$ cat src/rtl/core/pnci_pkg.sv
// Shared types, constants and arithmetic helpers of the periodic neighbor cell index generator.
package pnci_pkg;

  localparam int unsigned GRID_MAX        = 64;
  localparam int unsigned DIM_W           = 7;
  localparam int unsigned COORD_W         = 6;
  localparam int unsigned CELL_W          = 18;
  localparam int unsigned TDATA_W         = 24;
  localparam int unsigned PART_W          = 2 * COORD_W;
  localparam int unsigned STEPS_PER_STAGE = 6;
  localparam int unsigned SPLIT_STEPS     = 3 * CELL_W;
  localparam int unsigned SPLIT_STAGES    = SPLIT_STEPS / STEPS_PER_STAGE;
  localparam int unsigned STAGES_PER_AXIS = CELL_W / STEPS_PER_STAGE;
  localparam int unsigned DIM_RESET       = 16;

  // Offset digit codes per axis: step down, stay, step up.
  localparam logic [1:0] DIGIT_MINUS = 2'd0;
  localparam logic [1:0] DIGIT_ZERO  = 2'd1;
  localparam logic [1:0] DIGIT_PLUS  = 2'd2;

  // Register index of grid_dim.
  localparam logic REG_GRID_DIM = 1'b0;

  typedef logic [COORD_W-1:0] coord_t;
  typedef logic [DIM_W-1:0]   dim_t;
  typedef logic [CELL_W-1:0]  cell_t;

  typedef struct packed {
    coord_t x;
    coord_t y;
    coord_t z;
  } cell_xyz_t;

  typedef struct packed {
    cell_xyz_t pos;
    logic      last;
  } nbr_t;

  typedef struct packed {
    coord_t rem;
    logic   qbit;
  } div_step_t;

  // One restoring division step; the remainder always stays below dim.
  function automatic div_step_t div_step(coord_t rem, logic bit_in, dim_t dim);
    dim_t      trial;
    div_step_t res;
    trial = {rem, bit_in};
    if (trial >= dim) begin
      res.rem  = COORD_W'(trial - dim);
      res.qbit = 1'b1;
    end else begin
      res.rem  = COORD_W'(trial);
      res.qbit = 1'b0;
    end
    return res;
  endfunction

  // A zero dimension acts as one, a dimension above the grid limit saturates.
  function automatic dim_t eff_dim(dim_t raw);
    dim_t d;
    if (raw == '0) begin
      d = DIM_W'(1);
    end else if (raw > DIM_W'(GRID_MAX)) begin
      d = DIM_W'(GRID_MAX);
    end else begin
      d = raw;
    end
    return d;
  endfunction

  // Periodic shift of one coordinate by the offset that the digit selects.
  function automatic coord_t wrap_coord(coord_t c, logic [1:0] digit, dim_t dim);
    coord_t r;
    case (digit)
      DIGIT_MINUS: begin
        r = (c == '0) ? COORD_W'(dim - DIM_W'(1)) : c - COORD_W'(1);
      end
      DIGIT_PLUS: begin
        r = (({1'b0, c} + DIM_W'(1)) >= dim) ? '0 : c + COORD_W'(1);
      end
      default: begin
        r = c;
      end
    endcase
    return r;
  endfunction

endpackage

$ cat src/rtl/core/pnci_split.sv
// Pipelined restoring divider that splits a linear cell index into x, y and z.
module pnci_split (
  input  logic                 clk_i,
  input  logic                 rst_ni,
  input  pnci_pkg::dim_t       dim_i,
  input  logic                 in_valid_i,
  output logic                 in_ready_o,
  input  pnci_pkg::cell_t      in_cell_i,
  output logic                 out_valid_o,
  input  logic                 out_ready_i,
  output pnci_pkg::cell_xyz_t  out_pos_o
);

  localparam int unsigned NS = pnci_pkg::SPLIT_STAGES;

  logic             v_q [NS];
  pnci_pkg::cell_t  a_q [NS];
  pnci_pkg::coord_t r_q [NS];
  pnci_pkg::coord_t x_q [NS];
  pnci_pkg::coord_t y_q [NS];
  logic             adv [NS];

  for (genvar k = 0; k < NS; k++) begin : g_stage
    logic             v_in;
    pnci_pkg::cell_t  a_in;
    pnci_pkg::coord_t r_in;
    pnci_pkg::coord_t x_in;
    pnci_pkg::coord_t y_in;
    pnci_pkg::cell_t  a_d;
    pnci_pkg::coord_t r_d;
    logic             take;

    if (k == 0) begin : g_first
      assign v_in = in_valid_i;
      assign a_in = in_cell_i;
      assign r_in = '0;
      assign x_in = '0;
      assign y_in = '0;
    end else begin : g_next
      // At an axis boundary the remainder is the finished coordinate and
      // the quotient becomes the next dividend.
      assign v_in = v_q[k-1];
      assign a_in = a_q[k-1];
      assign r_in = ((k % pnci_pkg::STAGES_PER_AXIS) == 0) ? '0 : r_q[k-1];
      assign x_in = (k == pnci_pkg::STAGES_PER_AXIS) ? r_q[k-1] : x_q[k-1];
      assign y_in = (k == 2 * pnci_pkg::STAGES_PER_AXIS) ? r_q[k-1] : y_q[k-1];
    end

    if (k == NS - 1) begin : g_last_take
      assign take = out_ready_i;
    end else begin : g_mid_take
      assign take = adv[k+1];
    end

    assign adv[k] = !v_q[k] || take;

    always_comb begin
      pnci_pkg::div_step_t st;
      pnci_pkg::cell_t     a;
      pnci_pkg::coord_t    r;
      a = a_in;
      r = r_in;
      for (int s = 0; s < pnci_pkg::STEPS_PER_STAGE; s++) begin
        st = pnci_pkg::div_step(r, a[pnci_pkg::CELL_W-1], dim_i);
        r  = st.rem;
        a  = {a[pnci_pkg::CELL_W-2:0], st.qbit};
      end
      a_d = a;
      r_d = r;
    end

    always_ff @(posedge clk_i or negedge rst_ni) begin
      if (!rst_ni) begin
        v_q[k] <= 1'b0;
      end else if (adv[k]) begin
        v_q[k] <= v_in;
      end
    end

    always_ff @(posedge clk_i) begin
      if (adv[k] && v_in) begin
        a_q[k] <= a_d;
        r_q[k] <= r_d;
        x_q[k] <= x_in;
        y_q[k] <= y_in;
      end
    end
  end

  assign in_ready_o  = adv[0];
  assign out_valid_o = v_q[NS-1];
  assign out_pos_o   = '{x: x_q[NS-1], y: y_q[NS-1], z: r_q[NS-1]};

endmodule

$ cat src/rtl/core/pnci_gen.sv
// Sequencer that walks the 27 offset codes of one home cell and wraps each coordinate.
module pnci_gen (
  input  logic                 clk_i,
  input  logic                 rst_ni,
  input  pnci_pkg::dim_t       dim_i,
  input  logic                 in_valid_i,
  output logic                 in_ready_o,
  input  pnci_pkg::cell_xyz_t  in_pos_i,
  output logic                 out_valid_o,
  input  logic                 out_ready_i,
  output pnci_pkg::nbr_t       out_nbr_o
);

  logic                hold_v_q;
  pnci_pkg::cell_xyz_t pos_q;
  logic [1:0]          dx_q, dy_q, dz_q;
  logic                out_v_q;
  pnci_pkg::nbr_t      out_q;

  logic                emit;
  logic                last;
  logic                accept;
  pnci_pkg::nbr_t      nbr_d;

  assign emit   = hold_v_q && (!out_v_q || out_ready_i);
  assign last   = (dx_q == pnci_pkg::DIGIT_PLUS) && (dy_q == pnci_pkg::DIGIT_PLUS) &&
                  (dz_q == pnci_pkg::DIGIT_PLUS);
  assign in_ready_o = !hold_v_q || (emit && last);
  assign accept = in_valid_i && in_ready_o;

  always_comb begin
    nbr_d.pos.x = pnci_pkg::wrap_coord(pos_q.x, dx_q, dim_i);
    nbr_d.pos.y = pnci_pkg::wrap_coord(pos_q.y, dy_q, dim_i);
    nbr_d.pos.z = pnci_pkg::wrap_coord(pos_q.z, dz_q, dim_i);
    nbr_d.last  = last;
  end

  always_ff @(posedge clk_i or negedge rst_ni) begin
    if (!rst_ni) begin
      hold_v_q <= 1'b0;
      out_v_q  <= 1'b0;
      dx_q     <= pnci_pkg::DIGIT_MINUS;
      dy_q     <= pnci_pkg::DIGIT_MINUS;
      dz_q     <= pnci_pkg::DIGIT_MINUS;
    end else begin
      if (accept) begin
        hold_v_q <= 1'b1;
        dx_q     <= pnci_pkg::DIGIT_MINUS;
        dy_q     <= pnci_pkg::DIGIT_MINUS;
        dz_q     <= pnci_pkg::DIGIT_MINUS;
      end else if (emit) begin
        if (last) begin
          hold_v_q <= 1'b0;
        end
        // x varies fastest, then y, then z.
        if (dx_q == pnci_pkg::DIGIT_PLUS) begin
          dx_q <= pnci_pkg::DIGIT_MINUS;
          if (dy_q == pnci_pkg::DIGIT_PLUS) begin
            dy_q <= pnci_pkg::DIGIT_MINUS;
            dz_q <= dz_q + 2'd1;
          end else begin
            dy_q <= dy_q + 2'd1;
          end
        end else begin
          dx_q <= dx_q + 2'd1;
        end
      end
      if (emit) begin
        out_v_q <= 1'b1;
      end else if (out_ready_i) begin
        out_v_q <= 1'b0;
      end
    end
  end

  always_ff @(posedge clk_i) begin
    if (accept) begin
      pos_q <= in_pos_i;
    end
    if (emit) begin
      out_q <= nbr_d;
    end
  end

  assign out_valid_o = out_v_q;
  assign out_nbr_o   = out_q;

endmodule

$ cat src/rtl/core/pnci_compose.sv
// Two-stage multiply-add pipeline that rebuilds x + dim*(y + dim*z).
module pnci_compose (
  input  logic             clk_i,
  input  logic             rst_ni,
  input  pnci_pkg::dim_t   dim_i,
  input  logic             in_valid_i,
  output logic             in_ready_o,
  input  pnci_pkg::nbr_t   in_nbr_i,
  output logic             out_valid_o,
  input  logic             out_ready_i,
  output pnci_pkg::cell_t  out_cell_o,
  output logic             out_last_o
);

  localparam int unsigned M1_W = pnci_pkg::COORD_W + pnci_pkg::DIM_W;
  localparam int unsigned M2_W = pnci_pkg::PART_W + pnci_pkg::DIM_W;

  logic                           v1_q, v2_q;
  logic                           adv1, adv2;
  logic [pnci_pkg::PART_W-1:0]    part_q;
  logic [pnci_pkg::PART_W-1:0]    part_d;
  pnci_pkg::coord_t               x1_q;
  logic                           last1_q, last2_q;
  pnci_pkg::cell_t                cell_q;
  pnci_pkg::cell_t                cell_d;
  logic [M1_W-1:0]                zmul;
  logic [M2_W-1:0]                pmul;

  assign adv2 = !v2_q || out_ready_i;
  assign adv1 = !v1_q || adv2;

  always_comb begin
    zmul   = M1_W'(in_nbr_i.pos.z) * M1_W'(dim_i);
    part_d = pnci_pkg::PART_W'(zmul + M1_W'(in_nbr_i.pos.y));
    pmul   = M2_W'(part_q) * M2_W'(dim_i);
    cell_d = pnci_pkg::CELL_W'(pmul + M2_W'(x1_q));
  end

  always_ff @(posedge clk_i or negedge rst_ni) begin
    if (!rst_ni) begin
      v1_q <= 1'b0;
      v2_q <= 1'b0;
    end else begin
      if (adv1) begin
        v1_q <= in_valid_i;
      end
      if (adv2) begin
        v2_q <= v1_q;
      end
    end
  end

  always_ff @(posedge clk_i) begin
    if (adv1 && in_valid_i) begin
      part_q  <= part_d;
      x1_q    <= in_nbr_i.pos.x;
      last1_q <= in_nbr_i.last;
    end
    if (adv2 && v1_q) begin
      cell_q  <= cell_d;
      last2_q <= last1_q;
    end
  end

  assign in_ready_o  = adv1;
  assign out_valid_o = v2_q;
  assign out_cell_o  = cell_q;
  assign out_last_o  = last2_q;

endmodule

$ cat src/rtl/core/periodic_neighbor_cell_indices.sv
// Top level of the periodic 27-cell neighborhood index generator.
// Path of an item: 13 registers lie between its acceptance and its first neighbor
// (9 divider stages, 1 sequencer load, 1 sequencer output register, 2 multiply-add stages).
// Throughput: one neighbor per cycle without output stalls, set by the offset sequencer;
// the next item is split in the divider pipeline while the current one is still emitted.
// Reset: asynchronous, active low; clears all valid bits and sets grid_dim to 16.
module periodic_neighbor_cell_indices (
  input  logic        clk_i,
  input  logic        rst_ni,
  // APB-style configuration port.
  input  logic        psel,
  input  logic        penable,
  input  logic        pwrite,
  input  logic [2:0]  paddr,
  input  logic [31:0] pwdata,
  output logic [31:0] prdata,
  output logic        pready,
  // Input stream.
  input  logic        s_axis_tvalid,
  output logic        s_axis_tready,
  input  logic [23:0] s_axis_tdata,   // [17:0] home_cell, [23:18] zero
  // Output stream.
  output logic        m_axis_tvalid,
  input  logic        m_axis_tready,
  output logic [23:0] m_axis_tdata,   // [17:0] neighbor_cell, [23:18] zero
  output logic        m_axis_tlast    // is_last
);

  pnci_pkg::dim_t      grid_dim_q;
  pnci_pkg::dim_t      grid_dim_d;
  pnci_pkg::dim_t      dim_eff;
  logic                cfg_write;

  logic                split_valid;
  logic                split_ready;
  pnci_pkg::cell_xyz_t split_pos;

  logic                gen_valid;
  logic                gen_ready;
  pnci_pkg::nbr_t      gen_nbr;

  pnci_pkg::cell_t     out_cell;

  // Configuration: one register at byte address 0; other addresses ignore writes
  // and read as zero. The address bits below the word are not decoded.
  assign pready    = 1'b1;
  assign cfg_write = psel && penable && pwrite && pready &&
                     (paddr[2] == pnci_pkg::REG_GRID_DIM);
  assign grid_dim_d = cfg_write ? pwdata[pnci_pkg::DIM_W-1:0] : grid_dim_q;

  always_ff @(posedge clk_i or negedge rst_ni) begin
    if (!rst_ni) begin
      grid_dim_q <= pnci_pkg::DIM_W'(pnci_pkg::DIM_RESET);
    end else begin
      grid_dim_q <= grid_dim_d;
    end
  end

  always_comb begin
    if (paddr[2] == pnci_pkg::REG_GRID_DIM) begin
      prdata = {{(32 - pnci_pkg::DIM_W){1'b0}}, grid_dim_q};
    end else begin
      prdata = '0;
    end
  end

  // The user must change the effective dimension only while the block is idle; the
  // block does not enforce it. Every stage uses it directly, with no copy per item.
  assign dim_eff = pnci_pkg::eff_dim(grid_dim_q);

  // Divide the home cell by dim three times: the remainders are x, y and z,
  // and bits above the top axis drop out with the last quotient.
  pnci_split u_split (
    .clk_i       (clk_i),
    .rst_ni      (rst_ni),
    .dim_i       (dim_eff),
    .in_valid_i  (s_axis_tvalid),
    .in_ready_o  (s_axis_tready),
    .in_cell_i   (s_axis_tdata[pnci_pkg::CELL_W-1:0]),
    .out_valid_o (split_valid),
    .out_ready_i (split_ready),
    .out_pos_o   (split_pos)
  );

  // Walk the offsets with x fastest and apply the periodic wrap on each axis.
  pnci_gen u_gen (
    .clk_i       (clk_i),
    .rst_ni      (rst_ni),
    .dim_i       (dim_eff),
    .in_valid_i  (split_valid),
    .in_ready_o  (split_ready),
    .in_pos_i    (split_pos),
    .out_valid_o (gen_valid),
    .out_ready_i (gen_ready),
    .out_nbr_o   (gen_nbr)
  );

  // Rebuild the linear index in Horner form; its last register is the output register.
  pnci_compose u_compose (
    .clk_i       (clk_i),
    .rst_ni      (rst_ni),
    .dim_i       (dim_eff),
    .in_valid_i  (gen_valid),
    .in_ready_o  (gen_ready),
    .in_nbr_i    (gen_nbr),
    .out_valid_o (m_axis_tvalid),
    .out_ready_i (m_axis_tready),
    .out_cell_o  (out_cell),
    .out_last_o  (m_axis_tlast)
  );

  assign m_axis_tdata = {{(pnci_pkg::TDATA_W - pnci_pkg::CELL_W){1'b0}}, out_cell};

  // The divider must leave every coordinate inside the grid.
  assert property (@(posedge clk_i) disable iff (!rst_ni)
    split_valid |-> ((pnci_pkg::DIM_W'(split_pos.x) < dim_eff) &&
                     (pnci_pkg::DIM_W'(split_pos.y) < dim_eff) &&
                     (pnci_pkg::DIM_W'(split_pos.z) < dim_eff)))
    else $error("split coordinate outside the grid");

  // The periodic wrap must keep every neighbor coordinate inside the grid.
  assert property (@(posedge clk_i) disable iff (!rst_ni)
    gen_valid |-> ((pnci_pkg::DIM_W'(gen_nbr.pos.x) < dim_eff) &&
                   (pnci_pkg::DIM_W'(gen_nbr.pos.y) < dim_eff) &&
                   (pnci_pkg::DIM_W'(gen_nbr.pos.z) < dim_eff)))
    else $error("wrapped neighbor coordinate outside the grid");

  // A new home cell reaches the sequencer only when the previous one is finished.
  assert property (@(posedge clk_i) disable iff (!rst_ni)
    (split_valid && split_ready && gen_valid && !gen_ready) |-> gen_nbr.last)
    else $error("sequencer took a new item before its last neighbor");

endmodule
$ cat config.mk
export PLATFORM = sky130hd
export DESIGN_NAME = periodic_neighbor_cell_indices
export DESIGN_NICKNAME = d
export VERILOG_FILES = /design/src/rtl/core/pnci_pkg.sv /design/src/rtl/core/pnci_split.sv /design/src/rtl/core/pnci_gen.sv /design/src/rtl/core/pnci_compose.sv /design/src/rtl/core/periodic_neighbor_cell_indices.sv
export SDC_FILE = /design/constraint.sdc
export NUM_CORES = 1
export LEC_CHECK = 0
export BUFFER_PORTS_ARGS = -buffer_cell sky130_fd_sc_hd__buf_2
export CORE_ASPECT_RATIO = 0.9
export CORE_UTILIZATION = 55
export CTS_BUF_LIST = sky130_fd_sc_hd__clkbuf_4
export DETAILED_ROUTE_END_ITERATION = 8
export GPL_TIMING_DRIVEN = 0
export PLACE_DENSITY = 0.76
export SETUP_SLACK_MARGIN = 0.02
export SLEW_MARGIN = 20
export SYNTH_ARGS = -nofsm -noshare
export SYNTH_HDL_FRONTEND = slang
export SYNTH_HIERARCHICAL = 1
export SYNTH_SLANG_ARGS = --single-unit
$ cat constraint.sdc
create_clock -name clk_i -period 39.3 [get_ports clk_i]
set_clock_uncertainty 0.15 [all_clocks]
set_input_delay 1.965 -clock clk_i [delete_from_list [all_inputs] [get_ports clk_i]]
set_output_delay 1.965 -clock clk_i [all_outputs]
set_load 0.01 [all_outputs]
# Yosys cells after proc, flatten, opt, wreduce, memory -nomap -nowiden
# Memory sizes are Yosys's and may differ from the RTL's. A register that Yosys moved wholly into a read port is not among the register bits.
# Index checks and enable logic that the tools add are counted.
[word_totals]
register_bits = 83
ramBits = 324
input_bits = 66
output_inout_bits = 60
elab_cells = 323
memories = 4
[op_classes]
add_sub_neg = 69
mul = 2
order_cmp = 58
eq_ne = 3
n_mux = 100
bitwise_logic = 1
reduce_logical = 60
[memory_table]
columns = ["memory", "depth", "width", "read_ports", "rd_ports_with_merged_regs", "write_ports", "line_no", "rtl"]
rows = [
  ["u_split.a_q", 9, 18, 8, 0, 9, "pnci_split.sv:17", "pnci_pkg::cell_t a_q [NS];"],
  ["u_split.r_q", 9, 6, 9, 1, 9, "pnci_split.sv:18", "pnci_pkg::coord_t r_q [NS];"],
  ["u_split.x_q", 9, 6, 8, 1, 9, "pnci_split.sv:19", "pnci_pkg::coord_t x_q [NS];"],
  ["u_split.y_q", 9, 6, 8, 1, 9, "pnci_split.sv:20", "pnci_pkg::coord_t y_q [NS];"],
]
[ops]
columns = ["cell", "count"]
rows = [
  ["$mux W7", 57],
  ["$ge A7 B7 Y1", 54],
  ["$sub A6 B6 Y6", 51],
  ["$mux W6", 6],
  ["$pmux W6 S2", 3],
  ["$sub A6 B1 Y6 const B", 4],
  ["$mux W1", 23],
  ["$mux W2", 11],
  ["$add A6 B1 Y7 const B", 3],
  ["$ge A1 B7 Y1", 3],
  ["$logic_and A1 B1 Y1", 19],
  ["$add A18 B6 Y18", 1],
  ["$add A6 B1 Y6 const B", 3],
  ["$logic_not A6 Y1", 3],
  ["$mul A12 B7 Y18", 1],
  ["$sub A1 B6 Y6", 3],
  ["$logic_not A1 Y1", 13],
  ["$logic_or A1 B1 Y1", 13],
  ["$add A12 B6 Y12", 1],
  ["$mul A6 B7 Y12", 1],
  ["$reduce_bool A2 Y1", 5],
  ["$gt A7 B7 Y1 const B", 1],
  ["$logic_not A7 Y1", 1],
  ["$add A2 B1 Y2 const B", 3],
  ["5 further kinds", 10],
]

# Longest topological paths before layout
[logic_depth]
ltp_word = 19
ltp_mapped = 54
depth_no_buf = 50

# Hierarchy
# Netlist, hierarchy kept.
[modules_own_cells]
columns = ["module", "n_inst", "cells_each", "area_per_inst_um2", "seq_area_each_um2"]
rows = [
  ["pnci_split", 1, 2524, 24462.2, 7252.0],
  ["pnci_compose", 1, 552, 5609.1, 1191.1],
  ["pnci_gen", 1, 310, 3072.9, 1311.3],
  ["periodic_neighbor_cell_indices", 1, 65, 651.9, 176.4],
]

# Worst setup path before layout
# Ideal clock, no wire load.
[synth_path]
path_kind = "reg2reg"
start = "reg grid_dim_q[6]"
end = "mem u_split/r_q[0][13] in the netlist's numbering, data pin"
setup_ns = 0.260
arrival_time_ns = 17.713
required_ns = 38.890
setup_slack_ns = 21.177
path_stages_with_launch = 52
n_path_buf = 3
synth_period_minus_slack_ns = 18.123
path_cell_list = "dfrtp_1 nor2b_1 inv_1 ha_1 a21o_1 a31oi_1 o21ai_1 a21oi_1 inv_2 a21oi_1 ha_1 o21ai_0 a21oi_1 o2111a_1 nor2_1 clkinv_1 a211oi_1 nor2_1 [16 not listed] o21ai_0 ha_1 nor2b_1 o31ai_1 a21oi_1 o31ai_1 and2_1 buf_2 clkinv_1 mux2i_1 ha_1 nor2b_1 o31a_1 o21ai_0 nand2b_1 o41ai_1 clkbuf_1 mux2_2"
[synth_lines]
columns = ["element", "line_no", "rtl"]
rows = [
  ["start: declaration", "periodic_neighbor_cell_indices.sv:29", "pnci_pkg::dim_t grid_dim_q;"],
  ["start signal: assignment", "periodic_neighbor_cell_indices.sv:53", "grid_dim_q <= pnci_pkg::DIM_W'(pnci_pkg::DIM_RESET);"],
  ["start signal: assignment", "periodic_neighbor_cell_indices.sv:55", "grid_dim_q <= grid_dim_d;"],
  ["end: declaration", "pnci_split.sv:18", ""],
]

==> metrics.txt <==
outcome=completed; core area=60,300 µm²; drt wl/cell=16.31 µm; post-synth design cell area=33,800 µm²; I/O Buffers=60; clock sinks=335; period utilization=36.47%; FFs w/ async S/R, synth=7.761%; fin worst setup slack=24,970 ps; Highest Clock Rate=69.76 MHz; Slew HR=36.28%; Adder-Cell Fraction of Synth Area=24.83%; register area=9931 µm²; Critical Path Sink Type=flip-flop; Layout Nets=4,321; CP most frequent cell=ha_1; Mapped Cells=3,451; largest net degree at the start of global routing=41; CP max FO=10; starting density of the core=56.05%; layout cells sized above 1=12.45%; Avg Cell Area, Syn=9.793 µm²; cts repair resizes=0; GRT overflow=0; Worst Path Required=39,720 ps; post-synthesis xor/xnor area fraction=5.339%; H-Tree Depth=3; crit start category=flip-flop; DRC Markers=0; die area=62,440 µm²; RSZ-0062 raised after global routing=false; WS Path Type=reg2reg; met2 WL=34,590 µm; cts hold-fix bufs=0; largest family of logic cells by synthesized area=adder cells; uppermost layer routed=met4; Routability Congestion=0.9029; area share of and/or/nand/nor cells after synthesis=12.61%; I/O pin cnt=126; Hold Vio Cnt, Final=0; Seq/Total Area, Yosys=29.38%; WP data arrival=14,760 ps; Pre-antenna DRT Iters=7; worst slew pin tran=943.9 ps; clk slew on worst S/H paths=80 ps; detailed-route vias per instance=5.736; top_reg_cell synth=edfxtp_1; mux contribution to synthesized area=5.057%; initial antenna violation count=2; Synth Area in Compound Gates=17.42%; EDFF count, synth=309; total CTS buffers=92; setup TNS=0 ps; multi-input combinational cell area=22,250 µm²; Post-DRT Antenna Nets=0; # rows=85; CTS tree=built; drt total wl=73,700 µm; max-cap check violation count=0; Unique masters post-synth=96; Ys Warns=6; post-layout min period=14,330 ps; clock buffer depth=3; crit-path max cell delay=590 ps; first-pass GRT wire length=123,400 µm; pre-CTS WS=25,180 ps; CP max stage cell=o41ai_4; All-Layer GR Usage=23.82%; Fill cells=5,007; hold crit path type=reg2reg; wire length on met3=3295 µm; hpwl dp=55,720 µm; r2r setup slk=24,970 ps; FF+latch count, synth=335; worst skew pair latency=880 ps; Metal-1 WL=34,170 µm; Setup Buffers After CTS=0; Slew Viols, Final=0; floorplan die height=237.2 µm; P&R area growth vs syn=9.622%; # setup viols final=0; die width=263.3 µm; Vias=25,928; Root Buffer=clkbuf_4; number of global-route vias before repair=25,503; number of DRC markers in iteration 0=1,328
[placed cells by master, fill, tap and decap left out, types with 12 or more instances in the layout]
cell / count
o31ai_1: 23
nand2_1: 222
clkinv_1: 20
nor3_1: 31
buf_16: 14
buf_4: 37
clkbuf_1: 32
o211ai_1: 19
fa_1: 128
a21oi_1: 236
xnor2_1: 148
xor2_1: 58
nor2_1: 179
mux2i_1: 49
inv_1: 352
and2_1: 112
dfrtp_1: 25
o31a_1: 41
clkbuf_4: 137
or3_1: 12
buf_2: 63
nand4_1: 27
a211oi_1: 31
nand2b_1: 72
o21a_1: 75
o21bai_1: 12
o21ai_0: 159
mux2_2: 103
a21o_1: 113
nand3_1: 36
a31oi_1: 23
and3_1: 21
or2_2: 16
nor2b_1: 54
ha_1: 466
edfxtp_1: 309
conb_1: 32
[layout make-up]
class,count,share of cell area (%)
Multi-Input combinational cell,2705,60.06
Sequential cell,335,26.81
Inverter,368,3.776
Clock buffer,137,2.776
Tap cell,783,2.644
Timing Repair Buffer,86,2.199
Buffer,73,1.145
Clock inverter,30,0.5775
Antenna cell,3,0.02026
[Yosys cell counts (all sizes together), types with 75 or more instances]
| cell | n | share of area [%] |
|---|---|---|
| and2 | 116 | 2.1 |
| inv | 363 | 4.0 |
| edfxtp | 309 | 27 |
| o21ai | 173 | 2.6 |
| ha | 466 | 17 |
| o21a | 75 | 1.7 |
| xnor2 | 148 | 3.8 |
| mux2 | 106 | 3.6 |
| a21oi | 238 | 3.5 |
| a21o | 113 | 2.5 |
| fa | 128 | 7.6 |
| nand2 | 222 | 2.5 |
| nor2 | 179 | 2.0 |
[worst max-delay path: cells and delay by family, from the launching register on]
family                   cells  cell delay (ps)
buffers and inverters       13             2760
adder cells (fa/ha/maj)      6             1810
flip-flops                   1              400
multiplexers                 1              400
AO/OA/AOI/OAI               24             6370
AND/OR/NAND/NOR             12             2110
[per-stage QoR]
| step | instances | instance area, µm² | utilization, % | hold WS, ps |
|---|---|---|---|---|
| after global routing | 4520 | 37050 | 61.44 | 216.3 |
| after CTS | 4517 | 37040 | 61.42 | 204.6 |
| after floorplan | 3481 | 33910 | - | 250.3 |
| after global placement | 4324 | 35190 | 58.35 | 250.6 |
| final | 4520 | 37050 | 61.44 | 209.6 |
| after detailed placement | 4350 | 35800 | 59.36 | 254.5 |
[registers in the layout (all words and copies together) (netlist names), 2 cells and up]
| name | flops |
|---|---|
| u_compose/out_cell_o | 18 |
| u_split/y_q | 18 |
| u_split/g_stage.v_in | 8 |
| u_gen/pos_q | 18 |
| u_split/a_q | 126 |
| u_gen/dx_q | 2 |
| u_gen/out_nbr_o | 19 |
| u_compose/part_q | 12 |
| u_split/x_q | 36 |
| u_gen/dz_q | 2 |
| u_compose/x1_q | 6 |
| grid_dim_q | 7 |
| u_gen/dy_q | 2 |
| u_split/r_q | 54 |
[cell families (layout without fill, tap and decap cells)]
logic type	count (synthesis)	count (layout)
other	2	35
muxes	156	156
adders and majority gates	594	594
DFF	335	335
buffers and inverters	441	694
AOI/OAI and AO/OA	880	880
and+or+nand+nor	837	837
xor gates and xnor gates	206	206
[final timing paths]
| kind | endpoint | cells after the start | startpoint |
|---|---|---|---|
| max reg2reg | u_split/r_q[0][17] | 56 | grid_dim_q[3] |
| min reg2reg | u_gen/pos_q[14] | 0 | u_split/x_q[0][44] |
| min | u_gen/pos_q[14] | 0 | u_split/x_q[0][44] |
| min in group asynchronous | grid_dim_q[5] | 1 | rst_ni |
| max in group asynchronous | u_split/g_stage[4].v_in | 1 | rst_ni |
| max | u_split/r_q[0][17] | 56 | grid_dim_q[3] |
[routing by layer]
metal / track usage (%) / up-vias
li1: - / 12920
met1: 31.50 / 12304
met2: 39.98 / 576
met3: 3.885 / 128
met4: 7.478 / 0
met5: 0 / -
Power is not shown: default switching activity piles up to over one toggle a cycle in this logic, so the estimate is an artifact.
